### src/hw/rtl/bpa_pkg.sv
// Package: shared types and constants of the block pool allocator.
`default_nettype none

package bpa_pkg;

	// Default number of blocks in the pool
	localparam int unsigned POOL_SIZE_DEF = 32;

	// Fixed widths of the item fields
	localparam int unsigned IDX_IN_W  = 6;
	localparam int unsigned GRANT_W   = 5;
	localparam int unsigned SEQ_W     = 32;
	localparam int unsigned FREE_W    = 6;
	localparam int unsigned FAIL_W    = 32;
	localparam int unsigned STATUS_W  = 3;

	typedef enum logic {
		OP_ALLOC = 1'b0,
		OP_FREE  = 1'b1
	} op_t;

	typedef enum logic [STATUS_W-1:0] {
		ST_ALLOCATED = 3'd0,
		ST_EMPTY     = 3'd1,
		ST_FREED     = 3'd2,
		ST_FOREIGN   = 3'd3,
		ST_UNUSED    = 3'd4
	} status_t;

	typedef struct packed {
		op_t                 opcode;
		logic [IDX_IN_W-1:0] block_index;
	} cmd_t;

	typedef struct packed {
		status_t             status;
		logic [GRANT_W-1:0]  granted_index;
		logic [SEQ_W-1:0]    sequence_number;
		logic [FREE_W-1:0]   blocks_free;
		logic [FAIL_W-1:0]   failures;
	} result_t;

endpackage

`default_nettype wire

### src/hw/rtl/block_pool_free_stack_allocator.sv
// Top level: block pool allocator with a LIFO free stack held in a synchronous memory.
// Results: a free or a failed allocate shows its result in the cycle after start is taken;
//   a granted allocate first reads the popped index from the synchronous stack memory
//   into rd_data_s1, then registers its result; busy is high for one cycle meanwhile.
// Throughput: one item per cycle for frees and failed allocates when busy is low; no item
//   is taken while busy. The receiver cannot stall; done marks each result for one cycle.
// Reset: arst_n clears the pool to full, all blocks unused and both counters to zero.
`default_nettype none

module block_pool_free_stack_allocator #(
	parameter int unsigned POOL_SIZE = bpa_pkg::POOL_SIZE_DEF
) (
	input  wire logic             clk,
	input  wire logic             arst_n,
	input  wire logic             start,
	output logic                  busy,
	input  wire bpa_pkg::cmd_t    cmd,
	output logic                  done,
	output bpa_pkg::result_t      result
);
	import bpa_pkg::*;

	// Index width for stack entries and in-use bits; depth width holds POOL_SIZE itself
	localparam int unsigned IW = (POOL_SIZE > 1) ? $clog2(POOL_SIZE) : 1;
	localparam int unsigned DW = $clog2(POOL_SIZE + 1);
	localparam logic [DW-1:0]       POOL_D = DW'(POOL_SIZE);
	localparam logic [IDX_IN_W-1:0] POOL_I = IDX_IN_W'(POOL_SIZE);

	// Free stack memory: one write and one registered read a cycle
	logic [IW-1:0]        stk_mem [POOL_SIZE];
	// Entry written since reset; an unwritten entry reads as its own address
	logic [POOL_SIZE-1:0] stk_vld_q;
	logic [POOL_SIZE-1:0] in_use_q;
	logic [DW-1:0]        depth_q;
	logic [FAIL_W-1:0]    fail_q;
	logic [SEQ_W-1:0]     seq_q;

	// Pop in flight: the read data arrives in the next cycle
	logic                 pend_s1;
	logic [IW-1:0]        rd_data_s1;
	logic [IW-1:0]        rd_addr_s1;
	logic                 rd_vld_s1;

	logic                 done_q;
	result_t              rsp_q;

	// Decode of the current command
	logic                 acc;
	logic                 is_alloc;
	logic                 idx_ok;
	logic [IW-1:0]        idx_i;
	logic                 used;
	logic                 empty;
	logic [DW-1:0]        depth_dec;
	logic [IW-1:0]        rd_addr;
	logic [IW-1:0]        wr_addr;
	logic                 rd_en;
	logic                 wr_en;
	logic                 free_ok;
	logic [IW-1:0]        blk;

	// Next state and result
	logic [DW-1:0]        depth_nx;
	logic [FAIL_W-1:0]    fail_nx;
	logic [SEQ_W-1:0]     seq_nx;
	logic                 load;
	result_t              rsp_d;
	logic [IW+GRANT_W-1:0] blk_ext;
	logic [DW+FREE_W-1:0]  depth_ext;

	always_comb begin
		acc       = start && !pend_s1;
		is_alloc  = (cmd.opcode == OP_ALLOC);
		idx_ok    = (cmd.block_index < POOL_I);
		idx_i     = cmd.block_index[IW-1:0];
		used      = idx_ok && in_use_q[idx_i];
		empty     = (depth_q == '0) || (depth_q > POOL_D);
		depth_dec = depth_q - DW'(1);
		rd_addr   = depth_dec[IW-1:0];
		wr_addr   = depth_q[IW-1:0];
		free_ok   = acc && !is_alloc && used;
		// Push only when the stack has room; a block in use is never on the stack
		wr_en     = free_ok && (depth_q < POOL_D);
		rd_en     = acc && is_alloc && !empty;
		blk       = rd_vld_s1 ? rd_data_s1 : rd_addr_s1;
	end

	// Next values of depth and counters
	always_comb begin
		depth_nx = depth_q;
		fail_nx  = fail_q;
		seq_nx   = seq_q;
		if (pend_s1) begin
			seq_nx = seq_q + SEQ_W'(1);
		end else if (rd_en) begin
			depth_nx = depth_dec;
		end else if (acc && is_alloc) begin
			fail_nx = fail_q + FAIL_W'(1);
		end else if (wr_en) begin
			depth_nx = depth_q + DW'(1);
		end
	end

	// Result assembly: granted allocates in the cycle after the pop, all else at once
	always_comb begin
		blk_ext   = {{GRANT_W{1'b0}}, blk};
		depth_ext = {{FREE_W{1'b0}}, depth_nx};
		load      = pend_s1 || (acc && !rd_en);
		rsp_d.status          = ST_ALLOCATED;
		rsp_d.granted_index   = '0;
		rsp_d.sequence_number = '0;
		rsp_d.blocks_free     = depth_ext[FREE_W-1:0];
		rsp_d.failures        = fail_nx;
		if (pend_s1) begin
			rsp_d.granted_index   = blk_ext[GRANT_W-1:0];
			rsp_d.sequence_number = seq_nx;
		end else if (is_alloc) begin
			rsp_d.status = ST_EMPTY;
		end else if (!idx_ok) begin
			rsp_d.status = ST_FOREIGN;
		end else if (!used) begin
			rsp_d.status = ST_UNUSED;
		end else begin
			rsp_d.status = ST_FREED;
		end
	end

	// Stack memory: push writes at the depth, pop reads one below it
	always_ff @(posedge clk) begin
		if (wr_en) begin
			stk_mem[wr_addr] <= idx_i;
		end
		if (rd_en) begin
			rd_data_s1 <= stk_mem[rd_addr];
		end
	end

	// Hold the pop address and its written mark alongside the read data
	always_ff @(posedge clk) begin
		if (rd_en) begin
			rd_addr_s1 <= rd_addr;
			rd_vld_s1  <= stk_vld_q[rd_addr];
		end
	end

	always_ff @(posedge clk or negedge arst_n) begin
		if (!arst_n) begin
			pend_s1   <= 1'b0;
			done_q    <= 1'b0;
			depth_q   <= POOL_D;
			fail_q    <= '0;
			seq_q     <= '0;
			in_use_q  <= '0;
			stk_vld_q <= '0;
		end else begin
			pend_s1 <= rd_en;
			done_q  <= load;
			depth_q <= depth_nx;
			fail_q  <= fail_nx;
			seq_q   <= seq_nx;
			if (wr_en) begin
				stk_vld_q[wr_addr] <= 1'b1;
			end
			// Mark the popped block in use, or release the freed one
			if (pend_s1) begin
				in_use_q[blk] <= 1'b1;
			end else if (free_ok) begin
				in_use_q[idx_i] <= 1'b0;
			end
		end
	end

	always_ff @(posedge clk) begin
		if (load) begin
			rsp_q <= rsp_d;
		end
	end

	assign busy   = pend_s1;
	assign done   = done_q;
	assign result = rsp_q;

endmodule

`default_nettype wire

### config.mk
export PLATFORM = sky130hd
export DESIGN_NAME = block_pool_free_stack_allocator
export DESIGN_NICKNAME = d
export VERILOG_FILES = /design/src/hw/rtl/bpa_pkg.sv /design/src/hw/rtl/block_pool_free_stack_allocator.sv
export SDC_FILE = /design/constraint.sdc
export NUM_CORES = 1
export LEC_CHECK = 0
export BUFFER_PORTS_ARGS = -buffer_cell sky130_fd_sc_hd__buf_2
export CAP_MARGIN = 10
export CELL_PAD_IN_SITES_DETAIL_PLACEMENT = 1
export CELL_PAD_IN_SITES_GLOBAL_PLACEMENT = 1
export CORE_MARGIN = 5
export CORE_UTILIZATION = 40
export CTS_CLUSTER_SIZE = 20
export DETAILED_ROUTE_END_ITERATION = 8
export PLACE_DENSITY_LB_ADDON = 0.25
export REMOVE_ABC_BUFFERS = 1
export SETUP_SLACK_MARGIN = 0.02
export SLEW_MARGIN = 20
export SYNTH_ARGS = -nofsm -noshare
export SYNTH_HDL_FRONTEND = slang
export SYNTH_SLANG_ARGS = --single-unit
export TNS_END_PERCENT = 1
### constraint.sdc
create_clock -name clk -period 3.7 [get_ports clk]
set_input_delay 0.37 -clock clk [delete_from_list [all_inputs] [get_ports clk]]
set_output_delay 0.37 -clock clk [all_outputs]
set_load 0.005 [all_outputs]
======== Word-level counts from Yosys, hierarchy flattened ========
Memory sizes are Yosys's and may differ from the RTL's. A register that Yosys moved wholly into a read port is not among the register bits.
Index checks and enable logic that the tools add are counted.
cells by class
  add/sub/neg operators ................... 4
  multiply operators ...................... 0
  div/mod/pow operators ................... 0
  magnitude comparators ................... 10
  equal/unequal tests ..................... 0
  shifts and indexed selects .............. 0
  mux-type cells .......................... 26
  bitwise gates (word level) .............. 6
  reduce and logical (&&, ||, !) cells .... 20
operator list
  operator               number
  $mux 32                6
  $add 32x1->32 const B  2
  $or 32x32->32          2
  $and 32x32->32         1
  $not 32->32            1
  $lt 5x6->1 const B     4
  $mux 6                 4
  $demux 1 s5            3
  $ge 5x1->1 const B     3
  $lt 6x6->1 const B     2
  $logic_and 1x1->1      11
  $bmux 1 s5             2
  $mux 1                 8
  $add 6x1->6 const B    1
  $gt 6x6->1 const B     1
  $logic_not 6->1        1
  $sub 6x1->6 const B    1
  $mux 5                 1
  $logic_not 1->1        3
  $mux 3                 1
  $reduce_or 3->1        1
  $logic_or 1x1->1       2
  $mux 2                 1
  $not 1->1              2
  other kinds (2)        2
storage, ports and cells
  register bits ........................... 220
  bits in latches ......................... 0
  RAM bits ................................ 160
  ROM bits ................................ 0
  word-level logic and storage cells ...... 83
  memories ................................ 1
memory list
  name     depth  bits a word  rd ports  clocked after Yosys merged registers in  wr ports  RTL line                               text
  stk_mem  32     5            1         1                                        1         block_pool_free_stack_allocator.sv:30  logic [IW-1:0] stk_mem [POOL_SIZE];

======== Longest topological paths before layout ========
  word-level depth ........................ 9
  mapped depth ............................ 12
  gate-level depth less buffers ........... 10

======== Least setup slack after synthesis ========
OpenSTA, ideal clock, no wires.
  path type ............................... reg-to-reg
  start ................................... register depth_q[0]
  end ..................................... register rsp_q, in the netlist result[0], enable pin
  library setup time ...................... 0.435 ns
  data arrival time ....................... 3.541 ns
  required time ........................... 3.265 ns
  path slack .............................. -0.277 ns
  stages on the path, launching flop included .. 9
  path buffers ............................ 2
  period minus slack after synthesis ...... 3.977 ns
  path through ............................ dfrtp_1 buf_2 buf_1 inv_1 ha_1 nor4b_2 xnor2_1 nand2_1 a21o_1
between the ends
  cells in the longest elaborated chain, start to end .. 7
RTL lines
  what                                           RTL line                                text
  start: declaration                             block_pool_free_stack_allocator.sv:34   logic [DW-1:0] depth_q;
  start signal: assignment                       block_pool_free_stack_allocator.sv:158  depth_q <= depth_nx;
  $gt 6x6->1 or $logic_not 6->1 (tied branches)  block_pool_free_stack_allocator.sv:77   empty = (depth_q == '0) || (depth_q > POOL_D);
  $logic_or 1x1->1 *                             block_pool_free_stack_allocator.sv:77
  $logic_not 1->1 *                              block_pool_free_stack_allocator.sv:84   rd_en = acc && is_alloc && !empty;
  $logic_and 1x1->1 *                            block_pool_free_stack_allocator.sv:84
  $logic_not 1->1 *                              block_pool_free_stack_allocator.sv:108  load = pend_s1 || (acc && !rd_en);
  $logic_and 1x1->1 *                            block_pool_free_stack_allocator.sv:108
  $logic_or 1x1->1 *                             block_pool_free_stack_allocator.sv:108
  named net load                                 block_pool_free_stack_allocator.sv:66   logic load;
  end signal: assignment                         block_pool_free_stack_allocator.sv:175  rsp_q <= rsp_d;
  end: declaration                               block_pool_free_stack_allocator.sv:45   result_t rsp_q;
Mark *: on every way through the listed nets, which the timed path passes. The rest lies on a longest branch.
A chain may end at the register's enable or synchronous reset.

======== Final worst setup path ========
  start ................................... register depth_q[0]
  end ..................................... register rsp_q, in the netlist result[37], data pin
between the ends
  cells in the longest elaborated chain, start to end .. 6
RTL lines
  what                                           RTL line                               text
  $gt 6x6->1 or $logic_not 6->1 (tied branches)  block_pool_free_stack_allocator.sv:77
  $logic_or 1x1->1 *                             block_pool_free_stack_allocator.sv:77
  $logic_not 1->1 *                              block_pool_free_stack_allocator.sv:84
  $logic_and 1x1->1 *                            block_pool_free_stack_allocator.sv:84
  named net rd_en                                block_pool_free_stack_allocator.sv:57  logic rd_en;
  $mux 6 *                                       block_pool_free_stack_allocator.sv:95  end else if (rd_en) begin
  $mux 6 *                                       block_pool_free_stack_allocator.sv:93  if (pend_s1) begin
  named net depth_nx[5]                          block_pool_free_stack_allocator.sv:63  logic [DW-1:0] depth_nx;
Marks and branches as above.

==> summary.md <==
| Metric | Value |
|---|---|
| GR Util All Layers | 17.8% |
| Leading area contributor after synthesis | edfxtp_1 |
| Synth Area in Compound Gates | around 4.7% |
| #FFs+latches synth | slightly below 400 |
| Max-Cap Viols | 0 |
| CTS Buffer Depth | 3 |
| Post-synth cell types | between 60 and 70 |
| Async SR Flop Fraction | a little over a third |
| Area grow syn2layout | 15.1% |
| CTS root buffer | clkbuf_16 |
| Final std cells w/o fill | around 1700 |
| Largest family of logic cells by synthesized area | simple AND/OR/NAND/NOR gates |
| Flop pwr share | a little over two fifths |
| Setup-failing EPs final | 0 |
| Num CTS Buffers | 43 |
| Vias/cell | between 5 and 6 |
| FF+latch area | around 11000 um^2 |
| Most frequent cell after synthesis | edfxtp_1 |
| M3 GR Usage | 3.35% |
| Worst path max stage delay | roughly 560 ps |
| Fin Setup TNS | 0 ps |
| Synthesized instance count | 1078 |
| Critical path class | reg2reg |
| Final number of max-transition violations | 0 |
| Vias in the first global route | between 10000 and 15000 |
| Area of the multi-input gates | 5050 um^2 |
| Initial DRC Count | 542 |
| Wire length of the first global-routing pass | just over 60000 um |
| Post-synthesis sequential area ratio | between 60% and 70% |
| Peak VDD IR | between 0.4 and 0.5 mV |
| DPL Wire Length | 25800 um |
| Final hold vios | 0 |
| CTS tree | done |
| Final period util | around 80% |
| Grt met2 use | between 20% and 30% |
| Switch Pwr | 3950 uW |
| Sw frac | between 20 and 30% |
| Synthesis Warnings | 0 |
| Die height | 212 um |
| Total gr overflow | 0 |
| Synth Area in XOR/XNOR | a little under 5% |
| Leak pwr | 0.00723 uW |
| Synth top cells by count | 249 x edfxtp_1, 135 x dfrtp_1, 88 x nand2_1 |
| Hold Crit Class | in2reg |
| Measured slew at the worst slew-check pin | 995 ps |
| Clock Power Share | between 30% and 40% |
| Family with the most delay on the worst path | simple AND/OR/NAND/NOR gates |
| Port bufs | 89 |
| CP Capture Type | flop |
| CP most frequent cell | inv_1 |
| Post-Synth Adder-Cell Area | 0.539% |
| Vias | between 9000 and 10000 |
| Outcome | complete, no violations |
| EDFF count, synth | approximately 250 |
| Synth top area share | 46.0% |
| Worst-path clk slew | ~60 ps |
| Slew margin rel. | 33.7% |
| Row cnt | 73 |
| Fin crit period | around 3000 ps |
| Worst Clk Skew | 20.4 ps |
| GRT busiest layer | met2 |
| Cell Pwr Density | 709 nW/um^2 |
| Initial Util | approximately 40% |
| FILL cells | about 4000 |
| CP max stage cell | inv_1 |
| Mapped Area | around 16000 um^2 |
| Placed insts | roughly 1700 |
| Placer Congestion | roughly 0.8 |
| Largest net degree at the start of global routing | 75 |
| Finished Cell Area | around 19000 um^2 |
| Drt drc | 0 |
| H-tree Lvls | 2 |
| Crit start category | flop |
| Worst EP required | 3990 ps |
| Total power | around 13000 uW |
| Post-synthesis simple-gate area fraction | about 11% |
| WP buf/inv | 2 |
| Setup ws final | roughly 720 ps |
| Placed Area | 17300 um^2 |
| Chip width | 212 um |
| Proportion of synthesized area in mux cells | 9.49% |
| Routed WL per cell | about 23 um |
| F_max | around 340 MHz |
| Die ar. | between 40000 and 50000 um^2 |
| Top FF cell, synth | edfxtp_1 |
| 1st-pass router iterations | 5 |
| Initial antenna violation count | 1 |
| Worst EP arrival | 3270 ps |
| Final net count | about 1200 |
| Cell Int Power | 9310 uW |
| Clock Latency Late Sink | ~550 ps |
| CP Cell Sequence | inv_1, ha_2, nor4b_2, xnor2_1, nand2_1, inv_1, nand3_1, a21oi_1, o21ai_1 |
| DRT antenna net count | 0 |
| Post-Place Worst Slack | 575 ps |
| Total core area | about 40000 um^2 |
| Share of cells above drive strength 1 | 20.7% |
| M1 GR Usage | between 20% and 30% |
| CP Max Fanout | 18 |
| Clock sinks | roughly 390 |
| Syn Area/Cell | about 15 um^2 |
| I/O Pins | 90 |
| Top cells by area, synth | edfxtp_1 46%, dfrtp_1 21%, mux4_2 8.5%, xnor2_1 2.8%, xor2_1 2.1% |
| Combinational fraction of design power | around a quarter |
| RSZ-0062 raised after global routing | false |
| Total wire length | between 30000 and 40000 um |
-- cells in the final DEF (no fill, tap or decap), types with 7 or more instances in the layout --
cell	count
nand4_1	14
nand2_1	88
clkbuf_1	11
xnor2_1	51
buf_4	18
mux4_2	61
clkinv_2	7
nand2b_1	9
xor2_1	39
and3_1	51
inv_1	15
a21boi_0	7
o21ai_0	40
o31ai_1	32
nand3_1	26
clkbuf_16	45
nor3_1	13
nor2b_1	10
edfxtp_1	249
and2_1	27
dfrtp_1	133
or2_1	32
nor2_1	34
buf_2	88
mux2i_1	12
or3_1	10
-- flip-flops by register name (all words and copies together), names as in the netlist --
register    count
result         78
done            1
fail_q         32
stk_vld_q      32
rd_vld_s1       1
depth_q         6
in_use_q       32
seq_q          32
rd_data_s1      5
stk_mem       160
busy            1
rd_addr_s1      5
-- metrics by stage --
stage	util (%)	hold WS, ps
floorplan	-	74.4
detailed placement	43.2	447
finish	46.8	176
global route	46.8	163
CTS	46.8	145
global placement	43.2	442
-- metal layers --
metal | up-vias | share of wire [%] | wire length, um
met5 | - | 0.018 | 7
met4 | 2 | 1.7 | 680
met3 | 53 | 3.9 | 1540
met2 | 171 | 50 | 19600
met1 | 4843 | 45 | 17600
li1 | 4251 | - | -
-- cell families (layout without fill, tap and decap cells) --
kind of cell / count (synthesis) / after routing
buf+inv: 67 / 204
xor+xnor: 91 / 91
compound gates: 112 / 112
simple gates: 340 / 340
other cells: 0 / 1
mux: 76 / 76
fa+ha+maj: 7 / 7
flops: 385 / 385
-- layout make-up --
class	instances	area share [%]
Clock inverter	20	1.09
Sequential cell	385	58.2
Antenna cell	1	0.0134
Multi-Input combinational cell	626	27.0
Tap cell	525	3.51
Inverter	15	0.301
Clock buffer	58	6.39
Timing Repair Buffer	111	3.51
-- final timing paths --
path | from | endpoint | slack, ps | depth (start not counted)
setup / recovery | depth_q[0] | result[37] | 720 | 9
hold / removal | cmd[6] | result[75] | 180 | 2
setup reg to reg | depth_q[0] | result[37] | 720 | 9
hold reg to reg | stk_vld_q[4] | stk_vld_q[4] | 460 | 1
max in group asynchronous | arst_n | fail_q[29] | 2460 | 3
min in group asynchronous | arst_n | stk_vld_q[11] | 440 | 2
-- timing repair --
item,in CTS,in global routing
resized for setup,0,0
buffers inserted,0,0
hold buffers,1,0
endpoints found under the hold margin,72,0
-- power groups by stage --
stage	Combinational [uW]	Clock (uW)	Sequential (uW)
after global routing	3740	4550	5630
final	3450	4250	5570
after global placement	3450	0	5650
after detailed placement	3500	0	5650
after CTS	3520	4370	5580
after floorplan	2060	0	5680
(Power assumes the default switching activity.)
